[src/sv/uer_pkg.sv]
`default_nettype none
package uer_pkg;

	localparam int DIST_BITS    = 15;
	localparam int DIVISOR_BITS = 14;
	localparam int SOUND_DIV    = 58;
	localparam int PC_BITS      = 3;

	typedef enum logic [1:0] {
		PH_IDLE = 2'd0,
		PH_TRIG = 2'd1,
		PH_WAIT = 2'd2,
		PH_TIME = 2'd3
	} phase_t;

	typedef enum logic [1:0] {
		CFG_SAMPLE_COUNT = 2'd0,
		CFG_TIMEOUT      = 2'd1,
		CFG_TRIGGER      = 2'd2,
		CFG_UNUSED       = 2'd3
	} cfg_index_t;

	typedef enum logic [2:0] {
		OP_NOP,
		OP_TICK,
		OP_DIV_LOAD,
		OP_DIV_STEP,
		OP_DIV_DONE,
		OP_EMIT
	} op_t;

	typedef enum logic [1:0] {
		WAIT_NONE,
		WAIT_INPUT,
		WAIT_OUTPUT
	} wait_t;

	typedef enum logic [1:0] {
		COND_NEVER,
		COND_ALWAYS,
		COND_NO_FIN,
		COND_BITS_LEFT
	} cond_t;

	typedef struct packed {
		op_t                  op;
		wait_t                hold;
		cond_t                cond;
		logic [PC_BITS-1:0]   target;
	} uword_t;

	typedef struct packed {
		logic load;
		logic step;
	} div_ctrl_t;

endpackage
`default_nettype wire

[src/sv/uer_divider.sv]
`default_nettype none
module uer_divider #(
	parameter int DVD_BITS = 29
) (
	input  wire                                  clk,
	input  wire                                  arst_n,
	input  uer_pkg::div_ctrl_t                   ctrl,
	input  wire  [DVD_BITS-1:0]                  dividend,
	input  wire  [7:0]                           samples,
	output logic [DVD_BITS-1:0]                  quotient
);

	localparam int DW = uer_pkg::DIVISOR_BITS;

	logic [DVD_BITS-1:0] quo_q;
	logic [DW-1:0]       rem_q;
	logic [DW-1:0]       divisor_q;
	logic [DW:0]         trial;
	logic                ge;

	assign trial    = {rem_q, quo_q[DVD_BITS-1]};
	assign ge       = trial >= {1'b0, divisor_q};
	assign quotient = quo_q;

	// restoring division, one quotient bit per step
	always_ff @(posedge clk or negedge arst_n) begin
		if (!arst_n) begin
			rem_q <= '0;
		end else if (ctrl.load) begin
			rem_q <= '0;
		end else if (ctrl.step) begin
			if (ge) begin
				rem_q <= DW'(trial - {1'b0, divisor_q});
			end else begin
				rem_q <= trial[DW-1:0];
			end
		end
	end

	always_ff @(posedge clk) begin
		if (ctrl.load) begin
			quo_q     <= dividend;
			divisor_q <= DW'(samples) * DW'(uer_pkg::SOUND_DIV);
		end else if (ctrl.step) begin
			quo_q <= {quo_q[DVD_BITS-2:0], ge};
		end
	end

endmodule
`default_nettype wire

[src/sv/ultrasonic_echo_ranger.sv]
// ultrasonic echo ranger
// input channel s_*: one transfer per microsecond tick. s_tuser is the command
// (0 tick, 1 start when idle), s_tdata[0] the sampled echo pin level.
// output channel m_*: exactly one result transfer per input transfer, showing
// the state after that tick: trigger level, busy, done, valid and distance.
// cfg_*: register writes (0 sample count, 1 timeout, 2 trigger length), always
// ready, to be issued only while no tick is in flight.
// an ordinary tick passes through the sequencer steps TICK, a check for a
// finished measurement and EMIT, which loads its result into the output
// register; the next tick can be taken in the cycle after that. the tick that
// ends a measurement also runs the averaging divide before EMIT: a load,
// COUNT_BITS + 8 + FRACTION_BITS quotient steps, one per cycle through the
// restoring divider (29 steps at the defaults), and a step that stores the
// distance. a new tick is taken as soon as the previous result sits in the
// output register; if the receiver stalls, the next tick is processed and
// then held until the output register frees up.
// reset clears the sequencer, the measurement state and the output valid and
// loads the register defaults (1 sample, 30000 us timeout, 20 us trigger).
`default_nettype none
module ultrasonic_echo_ranger #(
	parameter int FRACTION_BITS = 4,
	parameter int COUNT_BITS    = 17
) (
	input  wire         clk,
	input  wire         arst_n,
	input  wire         s_tvalid,
	output logic        s_tready,
	input  wire  [7:0]  s_tdata,   // [0] echo_level, [7:1] zero
	input  wire         s_tuser,   // [0] command
	output logic        m_tvalid,
	input  wire         m_tready,
	output logic [23:0] m_tdata,   // [0] trigger_level, [1] busy_res, [2] done_res,
	                               // [3] valid_res, [18:4] distance, [23:19] zero
	input  wire         cfg_valid,
	output logic        cfg_ready,
	input  wire  [1:0]  cfg_addr,
	input  wire  [16:0] cfg_data
);

	localparam int SW        = COUNT_BITS + 8;
	localparam int NB        = SW + FRACTION_BITS;
	localparam int CNTW      = $clog2(NB + 1);
	localparam int LW        = (COUNT_BITS > 17) ? COUNT_BITS : 17;
	localparam int PCW       = uer_pkg::PC_BITS;
	localparam int DB        = uer_pkg::DIST_BITS;
	localparam logic [COUNT_BITS-1:0] COUNT_MAX = {COUNT_BITS{1'b1}};

	function automatic uer_pkg::uword_t ucode(input logic [PCW-1:0] pc);
		uer_pkg::uword_t w;
		w = '{uer_pkg::OP_NOP, uer_pkg::WAIT_NONE, uer_pkg::COND_ALWAYS, PCW'(0)};
		case (pc)
			PCW'(0): w = '{uer_pkg::OP_TICK, uer_pkg::WAIT_INPUT,
				uer_pkg::COND_NEVER, PCW'(0)};
			PCW'(1): w = '{uer_pkg::OP_NOP, uer_pkg::WAIT_NONE,
				uer_pkg::COND_NO_FIN, PCW'(5)};
			PCW'(2): w = '{uer_pkg::OP_DIV_LOAD, uer_pkg::WAIT_NONE,
				uer_pkg::COND_NEVER, PCW'(0)};
			PCW'(3): w = '{uer_pkg::OP_DIV_STEP, uer_pkg::WAIT_NONE,
				uer_pkg::COND_BITS_LEFT, PCW'(3)};
			PCW'(4): w = '{uer_pkg::OP_DIV_DONE, uer_pkg::WAIT_NONE,
				uer_pkg::COND_NEVER, PCW'(0)};
			PCW'(5): w = '{uer_pkg::OP_EMIT, uer_pkg::WAIT_OUTPUT,
				uer_pkg::COND_ALWAYS, PCW'(0)};
			default: w = '{uer_pkg::OP_NOP, uer_pkg::WAIT_NONE,
				uer_pkg::COND_ALWAYS, PCW'(0)};
		endcase
		return w;
	endfunction

	// configuration
	logic [7:0]  sample_count_q;
	logic [16:0] timeout_q;
	logic [9:0]  trigger_q;

	assign cfg_ready = 1'b1;

	always_ff @(posedge clk or negedge arst_n) begin
		if (!arst_n) begin
			sample_count_q <= 8'd1;
			timeout_q      <= 17'd30000;
			trigger_q      <= 10'd20;
		end else if (cfg_valid) begin
			case (uer_pkg::cfg_index_t'(cfg_addr))
				uer_pkg::CFG_SAMPLE_COUNT: sample_count_q <= cfg_data[7:0];
				uer_pkg::CFG_TIMEOUT:      timeout_q      <= cfg_data;
				uer_pkg::CFG_TRIGGER:      trigger_q      <= cfg_data[9:0];
				default: ;
			endcase
		end
	end

	// sequencer
	logic [PCW-1:0]  pc_q;
	logic [PCW-1:0]  pc_next;
	uer_pkg::uword_t uw;
	logic            go;
	logic            jump;
	logic            in_xfer;

	// measurement state
	uer_pkg::phase_t       phase_q, phase_d;
	logic [COUNT_BITS-1:0] tick_q, tick_d;
	logic [7:0]            left_q, left_d;
	logic [7:0]            good_q, good_d;
	logic [SW-1:0]         sum_q, sum_d;
	logic                  fin_q, fin_d;
	logic                  fin_valid_q, fin_valid_d;
	logic [DB-1:0]         dist_q;
	logic [CNTW-1:0]       bit_cnt_q;

	logic                  out_valid_q;
	logic [23:0]           out_data_q;

	uer_pkg::div_ctrl_t    dctl;
	logic [NB-1:0]         quotient;

	assign uw = ucode(pc_q);

	always_comb begin
		case (uw.hold)
			uer_pkg::WAIT_INPUT:  go = s_tvalid;
			uer_pkg::WAIT_OUTPUT: go = !out_valid_q || m_tready;
			default:              go = 1'b1;
		endcase
		case (uw.cond)
			uer_pkg::COND_ALWAYS:    jump = 1'b1;
			uer_pkg::COND_NO_FIN:    jump = !fin_q;
			uer_pkg::COND_BITS_LEFT: jump = bit_cnt_q != CNTW'(1);
			default:                 jump = 1'b0;
		endcase
		if (!go) begin
			pc_next = pc_q;
		end else if (jump) begin
			pc_next = uw.target;
		end else begin
			pc_next = pc_q + PCW'(1);
		end
	end

	assign s_tready = uw.hold == uer_pkg::WAIT_INPUT;
	assign in_xfer  = s_tvalid && s_tready;

	always_ff @(posedge clk or negedge arst_n) begin
		if (!arst_n) begin
			pc_q <= '0;
		end else begin
			pc_q <= pc_next;
		end
	end

	// one tick of the sample timing
	logic [LW-1:0]         tick_ext;
	logic [LW-1:0]         lim;
	logic                  at_lim;
	logic [COUNT_BITS-1:0] tick_inc;
	logic                  close;
	logic                  close_good;
	logic [7:0]            left_dec;
	logic [7:0]            good_inc;

	always_comb begin
		tick_ext = LW'(tick_q);
		// a timeout beyond the counter range is capped at its top
		lim = (LW'(timeout_q) > LW'(COUNT_MAX)) ? LW'(COUNT_MAX) : LW'(timeout_q);
		at_lim   = tick_ext >= lim;
		tick_inc = tick_q + COUNT_BITS'(1);
		left_dec = left_q - 8'd1;
		good_inc = good_q + 8'd1;

		phase_d     = phase_q;
		tick_d      = tick_q;
		left_d      = left_q;
		good_d      = good_q;
		sum_d       = sum_q;
		fin_d       = 1'b0;
		fin_valid_d = 1'b0;
		close       = 1'b0;
		close_good  = 1'b0;

		case (phase_q)
			uer_pkg::PH_IDLE: begin
				if (s_tuser) begin
					left_d  = (sample_count_q == 8'd0) ? 8'd1 : sample_count_q;
					good_d  = '0;
					sum_d   = '0;
					tick_d  = '0;
					phase_d = uer_pkg::PH_TRIG;
				end
			end
			uer_pkg::PH_TRIG: begin
				tick_d = tick_inc;
				if (tick_inc >= COUNT_BITS'(trigger_q)) begin
					tick_d  = '0;
					phase_d = uer_pkg::PH_WAIT;
				end
			end
			uer_pkg::PH_WAIT: begin
				if (s_tdata[0]) begin
					tick_d  = COUNT_BITS'(1);
					phase_d = uer_pkg::PH_TIME;
				end else if (at_lim) begin
					close = 1'b1;
				end else begin
					tick_d = tick_inc;
				end
			end
			default: begin
				if (!s_tdata[0]) begin
					close      = 1'b1;
					close_good = 1'b1;
				end else if (at_lim) begin
					close = 1'b1;
				end else begin
					tick_d = tick_inc;
				end
			end
		endcase

		if (close) begin
			if (close_good) begin
				good_d = good_inc;
				sum_d  = sum_q + SW'(tick_q);
			end
			left_d = left_dec;
			tick_d = '0;
			if (left_dec != 8'd0) begin
				phase_d = uer_pkg::PH_TRIG;
			end else begin
				phase_d     = uer_pkg::PH_IDLE;
				fin_d       = 1'b1;
				fin_valid_d = close_good || (good_q != 8'd0);
			end
		end
	end

	logic do_op;
	assign do_op = go;

	always_ff @(posedge clk or negedge arst_n) begin
		if (!arst_n) begin
			phase_q     <= uer_pkg::PH_IDLE;
			tick_q      <= '0;
			left_q      <= '0;
			good_q      <= '0;
			sum_q       <= '0;
			fin_q       <= 1'b0;
			fin_valid_q <= 1'b0;
			bit_cnt_q   <= '0;
			out_valid_q <= 1'b0;
		end else begin
			if (do_op && (uw.op == uer_pkg::OP_EMIT)) begin
				out_valid_q <= 1'b1;
			end else if (m_tready) begin
				out_valid_q <= 1'b0;
			end
			if (do_op) begin
				case (uw.op)
					uer_pkg::OP_TICK: begin
						if (in_xfer) begin
							phase_q     <= phase_d;
							tick_q      <= tick_d;
							left_q      <= left_d;
							good_q      <= good_d;
							sum_q       <= sum_d;
							fin_q       <= fin_d;
							fin_valid_q <= fin_valid_d;
						end
					end
					uer_pkg::OP_DIV_LOAD: bit_cnt_q <= CNTW'(NB);
					uer_pkg::OP_DIV_STEP: bit_cnt_q <= bit_cnt_q - CNTW'(1);
					default: ;
				endcase
			end
		end
	end

	// payload registers
	always_ff @(posedge clk) begin
		if (do_op) begin
			case (uw.op)
				uer_pkg::OP_TICK: dist_q <= '0;
				uer_pkg::OP_DIV_DONE: begin
					if (!fin_valid_q) begin
						dist_q <= '0;
					end else if (|quotient[NB-1:DB]) begin
						dist_q <= {DB{1'b1}};
					end else begin
						dist_q <= quotient[DB-1:0];
					end
				end
				uer_pkg::OP_EMIT: begin
					out_data_q <= {5'd0, dist_q, fin_valid_q, fin_q,
						phase_q != uer_pkg::PH_IDLE, phase_q == uer_pkg::PH_TRIG};
				end
				default: ;
			endcase
		end
	end

	assign m_tvalid = out_valid_q;
	assign m_tdata  = out_data_q;

	always_comb begin
		dctl.load = do_op && (uw.op == uer_pkg::OP_DIV_LOAD);
		dctl.step = do_op && (uw.op == uer_pkg::OP_DIV_STEP);
	end

	uer_divider #(
		.DVD_BITS(NB)
	) u_div (
		.clk      (clk),
		.arst_n   (arst_n),
		.ctrl     (dctl),
		.dividend (NB'(sum_q) << FRACTION_BITS),
		.samples  (good_q),
		.quotient (quotient)
	);

endmodule
`default_nettype wire

[config.mk]
export PLATFORM = sky130hd
export DESIGN_NAME = ultrasonic_echo_ranger
export DESIGN_NICKNAME = d
export VERILOG_FILES = /design/src/sv/uer_pkg.sv /design/src/sv/uer_divider.sv /design/src/sv/ultrasonic_echo_ranger.sv
export SDC_FILE = /design/constraint.sdc
export NUM_CORES = 1
export LEC_CHECK = 0
export ABC_AREA = 1
export BUFFER_PORTS_ARGS = -buffer_cell sky130_fd_sc_hd__buf_4
export CORE_MARGIN = 2
export CORE_UTILIZATION = 40
export DETAILED_ROUTE_END_ITERATION = 7
export SLEW_MARGIN = 20
export SYNTH_ARGS = -nofsm -noshare
export SYNTH_HDL_FRONTEND = slang
export SYNTH_SLANG_ARGS = --single-unit
[constraint.sdc]
create_clock -name clk -period 8.65 [get_ports clk]
set_input_delay 0.4325 -clock clk [delete_from_list [all_inputs] [get_ports clk]]
set_output_delay 0.4325 -clock clk [all_outputs]
set_load 0.005 [all_outputs]
; Word-level counts from Yosys, hierarchy flattened
; Index checks and enable logic that the tools add are counted.
; Widths: inputs -> output; s select.
[op_classes]
n_addsub = 7
n_mul = 1
magnitude_cmp = 4
eq_ne = 23
mux = 51
n_reduce_logical = 36
[ops]
columns = op, count
row1 = $mux 17, 7
row2 = $mux 25, 4
row3 = $mux 8, 8
row4 = $pmux 10 s6, 1
row5 = $mux 29, 2
row6 = $pmux 17 s3, 1
row7 = $mux 14, 3
row8 = $mux 15, 2
row9 = $pmux 15 s2, 1
row10 = $add 25x17->25, 1
row11 = $add 17x1->17 const B, 1
row12 = $ge 17x10->1, 1
row13 = $ge 17x17->1, 1
row14 = $gt 17x17->1 const B, 1
row15 = $reduce_bool 8->1, 2
row16 = $ge 15x14->1, 1
row17 = $reduce_bool 2->1, 7
row18 = $reduce_or 14->1, 1
row19 = $sub 14x14->14, 1
row20 = $mul 8x5->13 const B, 1
row21 = $eq 3x2->1 const B, 4
row22 = $eq 3x3->1 const B, 4
row23 = $mux 1, 12
row24 = $reduce_and 2->1, 6
row25 = other kinds (28), 49
[totals]
regBits = 196
out_inout_bits = 27
word_cells = 141

; Logic depth before layout (Yosys ltp)
; Gate-level depths: netlist of the first run.
[logic_depth]
word_depth = 8
depth_mapped = 22

; Cells and area by module
; A second synthesis of the first run with hierarchy kept.
[hier_totals]
cells_unflattened = 1722
hier_area_um2 = 13299.0
[modules_own_cells]
columns = module, n_inst, cells_per_inst, area_each_um2
row1 = ultrasonic_echo_ranger, 1, 1202, 9062.4
row2 = uer_divider, 1, 520, 4236.6

; Least setup slack after synthesis of the first run
; Ideal clock, no wire load.
[synth_path]
path_kind = register to register
from = register good_q[2]
to = register u_div.divisor_q[13], data pin
setup_ns = 0.262
arrival_time_ns = 3.047
required_time_ns = 8.388
slack_ns = 5.341
stages_incl_launch_ff = 17
n_path_buf = 0
path_cell_list = dfrtp_1 > fa_1 > ha_1 > inv_1 > fa_1 > inv_1 > ha_1 > a21oi_1 > nand2_1 > nand2_1 > nand2_1 > a21oi_1 > o21ai_0 > nand2_1 > nand2_1 > a21oi_1 > xor2_1
[synth_between]
elab_chain_len = 1
[synth_lines]
columns = item, line
row1 = start: declaration, ultrasonic_echo_ranger.sv:104  ; logic [7:0] good_q, good_d;
row2 = start signal: assignment, ultrasonic_echo_ranger.sv:263  ; good_q <= good_d;
row3 = $mul 8x5->13, uer_divider.sv:43  ; divisor_q <= DW'(samples) * DW'(uer_pkg::SOUND_DIV);
row4 = end signal: assignment, uer_divider.sv:43
row5 = end: declaration, uer_divider.sv:17  ; logic [DW-1:0] divisor_q;
; Every way passes these cells.
; A chain may end at the register's enable or synchronous reset.

; Final worst setup path of the first run
[layout_path]
from = register phase_q[0]
to = register sum_q[17]
[layout_between]
elab_chain_len = 5
word_cells_on_any_way = 10
cone_classes = eq/ne: 2 / mux: 5 / reduce/logical: 3
[layout_lines]
columns = item, line
row1 = start: declaration, ultrasonic_echo_ranger.sv:101  ; uer_pkg::phase_t phase_q, phase_d;
row2 = start signal: assignment, ultrasonic_echo_ranger.sv:241  ; phase_q <= uer_pkg::PH_IDLE;
row3 = start signal: assignment, ultrasonic_echo_ranger.sv:260  ; phase_q <= phase_d;
row4 = $eq 2x1->1 (tied with other cells), ultrasonic_echo_ranger.sv:180  ; case (phase_q)
row5 = $reduce_or 3->1 (no source line), -
row6 = $mux 1, ultrasonic_echo_ranger.sv:180
row7 = $mux 25, ultrasonic_echo_ranger.sv:220  ; if (close_good) begin
row8 = $mux 25 (*), ultrasonic_echo_ranger.sv:219  ; if (close) begin
row9 = end signal: assignment, ultrasonic_echo_ranger.sv:264  ; sum_q <= sum_d;
row10 = end: declaration, ultrasonic_echo_ranger.sv:105  ; logic [SW-1:0] sum_q, sum_d;
; Every way passes the cells marked *; elsewhere a longest branch is shown, timed or not.

==> results of run 1 <==
## metal layers
metal / up-vias / wire length [um] / GRT usage (%) / part of all wire, %
li1: 5203 / - / - / -
met4: 0 / 342 / 4.10 / 1.2
met3: 23 / 1200 / 3.31 / 4.2
met1: 4738 / 13500 / 23.4 / 48
met2: 196 / 13100 / 29.5 / 47
met5: - / 0 / 0 / 0
## worst reg2reg max path, delay by kind of cell (launching register included)
| family | cells | cell delay [ns] |
|---|---|---|
| compound gates | 2 | 0.30 |
| fa+ha+maj | 1 | 0.21 |
| buf+inv | 5 | 1.72 |
| flops | 1 | 0.42 |
| simple gates | 4 | 1.17 |
## state kept, by name, summed over array words and instances, names as in the netlist, 13 cells and up
register         cells
timeout_q           17
m_tdata             19
dist_q              15
u_div.rem_q         14
u_div.divisor_q     13
sum_q               25
u_div.quotient      29
tick_ext            17
## timing repair
| action | 4_1_cts | 5_1_grt |
|---|---|---|
| hold buffers | 1 | 0 |
| endpoints found under the hold margin | 33 | 0 |
| resized for setup | 0 | 0 |
## worst max path at each step
stage	from	to	slack, ns	cells after the start
after floorplan	good_q[2]	u_div.divisor_q[13]	5.34	16
after global placement	phase_q[0]	sum_q[17]	4.74	12
after detailed placement	phase_q[0]	left_q[3]	4.72	12
after CTS	phase_q[0]	left_q[3]	4.71	12
after global routing	phase_q[0]	sum_q[17]	4.37	12
final	phase_q[0]	sum_q[17]	4.73	12
## cell type report
| type | instances | area (um^2) | area share, % |
|---|---|---|---|
| Multi-Input combinational cell | 1109 | 6390 | 45.8 |
| Sequential cell | 196 | 5260 | 37.6 |
| Inverter | 221 | 830 | 5.94 |
| Tap cell | 402 | 503 | 3.60 |
| Clock buffer | 18 | 439 | 3.14 |
| Timing Repair Buffer | 53 | 404 | 2.89 |
| Clock inverter | 14 | 141 | 1.01 |
## Yosys cell counts (3+ instances only)
library cell | number | share of area (%)
nand4_1 | 16 | 0.79
nand3_1 | 66 | 2.6
nor2_2 | 4 | 0.20
buf_4 | 6 | 0.36
nor2_1 | 109 | 3.2
clkbuf_1 | 20 | 0.59
a21o_1 | 8 | 0.47
xor2_1 | 30 | 2.1
a21oi_1 | 82 | 3.2
ha_1 | 106 | 10
nand2_1 | 388 | 12
inv_1 | 219 | 6.5
o211ai_1 | 4 | 0.24
fa_1 | 13 | 2.1
xnor2_1 | 16 | 1.1
o21ai_0 | 176 | 7.0
dfxtp_1 | 4 | 0.63
o21ai_1 | 5 | 0.20
nand3b_1 | 4 | 0.24
nor4_1 | 4 | 0.20
a32o_1 | 4 | 0.32
edfxtp_1 | 72 | 17
nor2_4 | 3 | 0.27
o22ai_1 | 20 | 0.99
a21boi_0 | 3 | 0.18
nor3_1 | 15 | 0.59
buf_2 | 13 | 0.51
dfrtp_1 | 110 | 22
dfstp_2 | 10 | 2.1
## stage by stage
| stage | std cells | cell area, um^2 | total power (W) | hold slack [ns] |
|---|---|---|---|---|
| after floorplan | 1568 | 12700 | 0.00295 | 0.137 |
| after global placement | 1980 | 13400 | 0.00340 | 0.400 |
| after detailed placement | 1980 | 13400 | 0.00343 | 0.405 |
| after CTS | 2013 | 14000 | 0.00423 | 0.145 |
| after global routing | 2013 | 14000 | 0.00458 | 0.142 |
| final | 2013 | 14000 | 0.00419 | 0.166 |
## logic make-up after synthesis
group / Yosys count
buffers and inverters: 263
AO/OA/AOI/OAI: 319
AND/OR/NAND/NOR: 618
flip-flops: 196
XOR/XNOR: 46
other: 2
multiplexers: 1
adder cells (fa/ha/maj): 119
## power breakdown
group          switching (W)  total [W]  internal, W
sequential          0.000192    0.00156      0.00137
clock               0.000393   0.000783     0.000390
combinational        0.00116    0.00184     0.000683
==> flow_metrics.tcl, run 1 <==
set metrics [dict create \
    status "complete, no violations" \
    placementRows 65 \
    hold_viol 0 \
    cp_slowest_cell "clkinv_1" \
    wl_um 28200 \
    cts-root-buf "clkbuf_16" \
    worstPathRequired_ns 8.98 \
    ys_ff_latch 196 \
    critPathMaxFanout 30 \
    final_cell_mix "nand2_1, inv_1, o21ai_0" \
    synthCells 1564 \
    cts.htree.levels 4 \
    drive_above_1_share_pct 7.32 \
    critPathArrivalTime_ns 4.26 \
    area_growth_syn_to_layout_pct 10.4 \
    fin_util_pct 44.5 \
    cp-end-kind "flip-flop" \
    yosysWarnings 0 \
    period_minus_slack_ns 3.92 \
    synth_compound_area_share_pct 14.1 \
    ys_types 56 \
    synth_area_um2 12700 \
    place_hpwl_um 21000 \
    setup_ws_ns 4.73 \
    diodes 0 \
    fin_nets 1750 \
    routed_via_density 5.05 \
    fin_skew_ns 0.0129 \
    drt-pass1-iter-count 5 \
    crit_family "buffers and inverters" \
    drc 0 \
    synth_edf_count 72 \
    r2r-end "sum_q[17]" \
    grt_use_total_pct 17.5 \
    ant_nets 0 \
    cp_num_buf_inv 5 \
    cts_tree "built" \
    crit_path_start_kind "flip-flop" \
    setup_viol 0 \
    total_leakage_power_nw 6.77 \
    ys_seq_area_share_pct 41.5 \
    ios 60 \
    synth-main-ff-cell "dfrtp_1" \
    dp_slack_ns 4.72 \
    fillers 3124 \
    rsz0062_at_grt "no" \
    worstHoldPathType "in2reg" \
    synthArstFlopShare_pct 61.2 \
    cts.sinks 196 \
    grt_max_degree 81 \
    maxSlewHeadroom_pct 30.4 \
    fin_setup_tns_ns 0 \
    die_y_um 182 \
    syn_area_per_cell_um2 8.09 \
    fin_crit_sh_pct 45.4 \
    wl_per_cell_um 14.0 \
    synth_xor_area_share_pct 3.18 \
    maxSlewViolCount 0 \
    path_class "reg2reg" \
    fmax_mhz 255 \
    yosys.area_share.simple_pct 20.3 \
    port_buffers 46 \
    dieArea_um2 33100 \
    synthAdderAreaFrac_pct 12.5 \
    grt_pass1_vias 9542 \
    hp-start "m_tready" \
    antenna_found_initial 0 \
    clockBufferDepth 2 \
    grt_pass1_wl_um 47000 \
    ir_drop_uv 159 \
    cellPowerDensity_nw_per_um2 300 \
    post_cts_buffers 0 \
    worst_pin_slew_ns 1.04 \
    grt_overflow 0 \
    cts.clk_slew.worst_paths_ns 0.08 \
    route.vias.total 10200 \
    final_common_cell "nand2_1" \
    worstPathCellList "ha_1 > inv_1 > nor2_2 > buf_4 > clkinv_1 > nand4_2 > nand3_1 > o21ai_1 > buf_4 > inv_1 > nand2_1 > o21ai_0" \
    rr_startpoint "phase_q[0]" \
    cts_buffers 17 \
    die_w_um 182 \
    synth_top_family_by_area "simple AND/OR/NAND/NOR gates" \
    reg2regPathDepth 12 \
    initial_core_util_pct 40.3 \
    slowest_delay_ns 0.66 \
    whs_endpoint "m_tvalid" \
    hold_depth 2 \
    clk_latency_ns 0.45 \
    cap_violations 0 \
    drt_iter0_markers 633 \
    synth_mux_area_share_pct 0.0791 \
    coreArea_um2 31400 \
    r2r_slack_ns 4.73 \
    gp_congestion 0.898 \
]
No activity file was read; power rests on OpenSTA's default activity.
==> inputs of run 2 (changes only) <==
clock period = 3.2 ns   (was 8.65 ns; I/O delays follow)
==> flow_metrics.tcl, run 2 (synthesis results as in run 1) <==
set metrics [dict create \
    status "finished with violations" \
    failed_checks "setup timing" \
    fmax_mhz 311 \
    fin_skew_ns 0.0155 \
    grt_use_met3_pct 3.25 \
    antenna_found_initial 0 \
    cts_buffers 17 \
    fillers 3098 \
    hold_viol 0 \
    hold_depth 3 \
    cpMostUsedCell "nand2_1" \
    grt_util_met2_pct 30.4 \
    port_buffers 46 \
    clockBufferDepth 2 \
    coreArea_um2 31400 \
    die_y_um 182 \
    final_cell_mix "nand2_1, inv_1, o21ai_0" \
    drive_above_1_share_pct 10.8 \
    r2r_slack_ns -0.02 \
    crit_path_start_kind "flip-flop" \
    worstPathCellList "fa_1 > ha_1 > inv_1 > fa_1 > inv_2 > ha_4 > a21oi_2 > nand2_1 > nand2_1 > nand2_1 > a21oi_2 > o21ai_2 > nand2_1 > nand2_1 > a21oi_2 > xor2_1" \
    met1_usage_pct 24.8 \
    grt_pass1_wl_um 48800 \
    wl_um 29200 \
    reg2regPathDepth 16 \
    finalPower_w 0.0121 \
    fin_crit_sh_pct 101 \
    dieArea_um2 33100 \
    ios 60 \
    cp_slowest_cell "fa_1" \
    ant_nets 0 \
    die_w_um 182 \
    route.vias.total 10400 \
    cts.sinks 196 \
    area_growth_syn_to_layout_pct 14.6 \
    worstHoldPathType "in2reg" \
    setup_ws_ns -0.0166 \
    cts.clk_slew.worst_paths_ns 0.08 \
    cts-root-buf "clkbuf_16" \
    placementRows 65 \
    ir_drop_uv 434 \
    drc 0 \
    routed_via_density 5.02 \
    rr_startpoint "good_q[2]" \
    startpoint "good_q[2]" \
    fin_nets 1807 \
    cts_tree "built" \
    grt_pass1_vias 9827 \
    drt_iter0_markers 661 \
    drt-pass1-iter-count 5 \
    top_usage_layer "met2" \
    period_minus_slack_ns 3.22 \
    fin_util_pct 46.2 \
    final_common_cell "nand2_1" \
    gp_congestion 0.902 \
    wl_per_cell_um 14.1 \
    worstPathRequired_ns 3.40 \
    worst_pin_slew_ns 0.748 \
    endpoint "u_div.divisor_q[13]" \
    grt_overflow 0 \
    grt_use_total_pct 18.3 \
    cts.htree.levels 4 \
    maxSlewViolCount 0 \
    place_hpwl_um 22200 \
    total_leakage_power_nw 7.04 \
    path_class "reg2reg" \
    critPathMaxFanout 4 \
    clk_latency_ns 0.45 \
    setup_viol 1 \
    r2r-end "u_div.divisor_q[13]" \
    cp-end-kind "flip-flop" \
    slowest_delay_ns 0.49 \
    rsz0062_at_grt "yes" \
    largest_reg_flops 29 \
    maxSlewHeadroom_pct 50.1 \
    critPathArrivalTime_ns 3.42 \
    grt_max_degree 51 \
    cap_violations 0 \
    cellPowerDensity_nw_per_um2 831 \
    initial_core_util_pct 40.3 \
]
[run 2: worst min path at each step]
stage           startpoint                end  slack (ns)
2_1_floorplan       arst_n       bit_cnt_q[0]       -0.14
3_3_place_gp        arst_n    u_div.rem_q[12]        0.23
3_5_place_dp        arst_n    u_div.rem_q[12]        0.24
4_1_cts        cfg_data[1]       trigger_q[1]       0.007
5_1_grt        cfg_data[0]  sample_count_q[0]       0.002
6_report       cfg_data[5]       timeout_q[5]        0.02
[run 2: area by class of cell]
cell class	instances	area (um^2)	share of cell area, %
clock buffers	17	425	2.93
clock inverters	15	140	0.966
well taps	402	503	3.47
repair buffers	109	863	5.95
multi-input cells	1110	6470	44.6
flip-flops and latches	196	5270	36.3
diodes	1	2.50	0.0173
inverters	221	830	5.72
[run 2: timing repair]
action,4_1_cts,5_1_grt
hold endpoints to repair,59,0
buffers inserted,3,3
gates cloned,0,1
hold buffers,13,0
endpoints found under the setup margin,2,20
pin swaps,2,14
gates resized for setup,3,12
[run 2: per-stage QoR]
stage / hold slack, ns / std cells / worst slack [ns] / cell area [um^2] / TNS (ns)
floorplan: -0.136 / 1568 / 0.0492 / 12700 / 0
finish: 0.0178 / 2071 / -0.0166 / 14500 / -0.0166
global route: 0.00205 / 2070 / -0.166 / 14500 / -0.425
global placement: 0.233 / 2018 / -0.00944 / 13700 / -0.00944
detailed placement: 0.236 / 2018 / -0.0392 / 13700 / -0.0762
CTS: 0.00692 / 2066 / -0.0190 / 14400 / -0.0190
[run 2: per-layer routing]
| metal | wire length [um] | vias up |
|---|---|---|
| met5 | 0 | - |
| met4 | 352 | 0 |
| met3 | 1030 | 21 |
| met2 | 13700 | 169 |
| met1 | 14100 | 4872 |
| li1 | - | 5338 |
[run 2: power by group]
part	internal, W	switching [W]	leakage, nW
combinational	0.00238	0.00342	4.53
clock	0.00103	0.00105	0.268
sequential	0.00371	0.000466	2.24
[run 2: critical path, delay by kind of cell, from the launching register on]
kind                       cells  cell delay, ns
adders and majority gates      4            1.49
buffers and inverters          2            0.10
and+or+nand+nor                5            0.32
DFF                            1            0.46
xor gates and xnor gates       1            0.08
AOI/OAI and AO/OA              4            0.53
==> inputs of run 3 (changes only) <==
SYNTH_HIERARCHICAL = 1   (was unset)
==> flow_metrics.tcl, run 3 <==
set metrics [dict create \
    synth_xor_area_share_pct 2.17 \
    top_usage_layer "met2" \
    synth_mux_area_share_pct 0 \
    synth_top_family_by_area "simple AND/OR/NAND/NOR gates" \
    ir_drop_uv 643 \
    largest_reg_flops 29 \
    fin_crit_sh_pct 94.8 \
    fmax_mhz 330 \
    ys_seq_area_share_pct 39.8 \
    wl_per_cell_um 13.9 \
    wl_um 31400 \
    worst_pin_slew_ns 1.12 \
    path_class "reg2reg" \
    synth_compound_area_share_pct 10.5 \
    route.vias.total 11100 \
    startpoint "good_q[2]" \
    cap_violations 0 \
    hold_viol 0 \
    clockBufferDepth 2 \
    diodes 0 \
    maxSlewViolCount 0 \
    worstPathRequired_ns 3.40 \
    total_leakage_power_nw 7.55 \
    critPathArrivalTime_ns 3.23 \
    setup_viol 0 \
    cts_tree "built" \
    grt_pass1_vias 10700 \
    synthCells 1722 \
    yosys.area_share.simple_pct 26.5 \
    rsz0062_at_grt "no" \
    area_growth_syn_to_layout_pct 13.0 \
    grt_use_total_pct 18.4 \
    die_w_um 186 \
    drive_above_1_share_pct 10.8 \
    hp-start "cfg_data[4]" \
    grt_use_met3_pct 3.29 \
    grt_overflow 0 \
    die_y_um 186 \
    ys_ff_latch 196 \
    synthArstFlopShare_pct 61.2 \
    whs_ns 0.0255 \
    cts.clk_slew.worst_paths_ns 0.08 \
    critPathMaxFanout 3 \
    ios 60 \
    drt-pass1-iter-count 5 \
    routed_via_density 4.94 \
    cts-root-buf "clkbuf_16" \
    yosysWarnings 6 \
    grt_pass1_wl_um 52200 \
    grt_util_met2_pct 30.6 \
    period_minus_slack_ns 3.03 \
    yosys.area.top_type "dfrtp_1" \
    met1_usage_pct 24.6 \
    placementRows 66 \
    fin_skew_ns 0.0136 \
    drt_iter0_markers 713 \
    clk_latency_ns 0.46 \
    gp_congestion 0.886 \
    port_buffers 46 \
    initial_core_util_pct 40.8 \
    maxSlewHeadroom_pct 25.3 \
    cellPowerDensity_nw_per_um2 1020 \
    status "complete, no violations" \
    final_cell_mix "nand2_1, inv_1, o21ai_0" \
    dieArea_um2 34700 \
    fin_util_pct 46.1 \
    yosysTopAreaCellShare_pct 20.7 \
    cp-end-kind "flip-flop" \
    ant_nets 0 \
    ys_types 61 \
    rr_startpoint "good_q[2]" \
    coreArea_um2 32600 \
    crit_path_start_kind "flip-flop" \
    final_common_cell "nand2_1" \
    synth.area.top_cells "dfrtp_1, edfxtp_1, nand2_1" \
    synthTopCellsByCount "nand2_1, inv_1, o21ai_0" \
    synth.most_common_cell "nand2_1" \
    cts.htree.levels 4 \
    antenna_found_initial 0 \
    synth_edf_count 76 \
    fin_setup_tns_ns 0 \
    synthAdderAreaFrac_pct 11.3 \
    drc 0 \
    place_hpwl_um 23200 \
    cts_buffers 17 \
    synth_area_um2 13300 \
    syn_area_per_cell_um2 7.72 \
    grt_max_degree 53 \
    cts.sinks 196 \
    synth-main-ff-cell "dfrtp_1" \
    worstHoldPathType "in2reg" \
    fin_nets 1942 \
]
run 3: cell count changes in the layout (fill, tap and decap cells not counted), moves of 8 or more:
cell / delta
o22ai_1: -11
nand3_1: +25
nand4_1: +20
a21oi_1: -8
inv_2: +11
xnor2_1: -11
nand2_1: +111
inv_1: +41
buf_4: -17
nand2_2: +11
o21ai_0: -51
o21ai_1: +13
run 3: metrics by stage:
step | power, W | worst slack, ns | area, um^2 | instances
2_1_floorplan | 0.0107 | 0.0895 | 13300 | 1730
3_3_place_gp | 0.0127 | 0.127 | 14200 | 2203
3_5_place_dp | 0.0129 | 0.0970 | 14200 | 2203
4_1_cts | 0.0151 | 0.0841 | 15000 | 2250
5_1_grt | 0.0168 | 0.0104 | 15000 | 2252
6_report | 0.0153 | 0.168 | 15000 | 2252
run 3: logic make-up after synthesis:
logic type | count (synthesis)
AND/OR/NAND/NOR | 804
buffers and inverters | 318
AO/OA/AOI/OAI | 257
flip-flops | 196
adder cells (fa/ha/maj) | 112
XOR/XNOR | 33
other | 2
run 3: layout make-up:
cell class	count	area [um^2]
multi-input combinational	1216	6810
clock buffer	17	425
timing repair buffer	94	756
tap	442	553
sequential	196	5300
inverter	272	1020
fill	3239	17600
clock inverter	15	155
run 3: final timing paths:
path / end / slack [ns] / cells past startpoint
hold reg to reg: m_tdata[12] / 0.41 / 0
setup reg to reg: u_div/divisor_q[11] / 0.17 / 12
setup / recovery: u_div/divisor_q[11] / 0.17 / 12
min in group asynchronous: u_div/rem_q[8] / 0.24 / 2
hold / removal: timeout_q[4] / 0.03 / 3
max in group asynchronous: timeout_q[8] / 2.07 / 3
run 3: power by group:
part           internal [W]  switching, W
combinational       0.00324       0.00527
sequential          0.00400      0.000596
clock               0.00105       0.00111
total               0.00828       0.00697
run 3: what timing repair did:
item,CTS,global route
endpoints found under the hold margin,54,0
hold buffers,15,0
buffers inserted,0,2
gates resized for setup,0,11
endpoints found under the setup margin,0,15
run 3: critical path, cell delays in order, from the launching register on:
cell and delay, ns:
dfrtp_1 0.35, inv_1 0.08, fa_1 0.50, inv_1 0.04
ha_1 0.30, fa_1 0.46, ha_1 0.35, a21oi_2 0.17
nand2_1 0.11, a21oi_2 0.17, nor2_1 0.06, nor2_1 0.11
xnor2_1 0.07
run 3: metal layers:
metal / wire, um / vias to the layer above
met5: 0 / -
met4: 364 / 0
met3: 1250 / 25
met2: 15000 / 190
met1: 14800 / 5181
li1: - / 5718
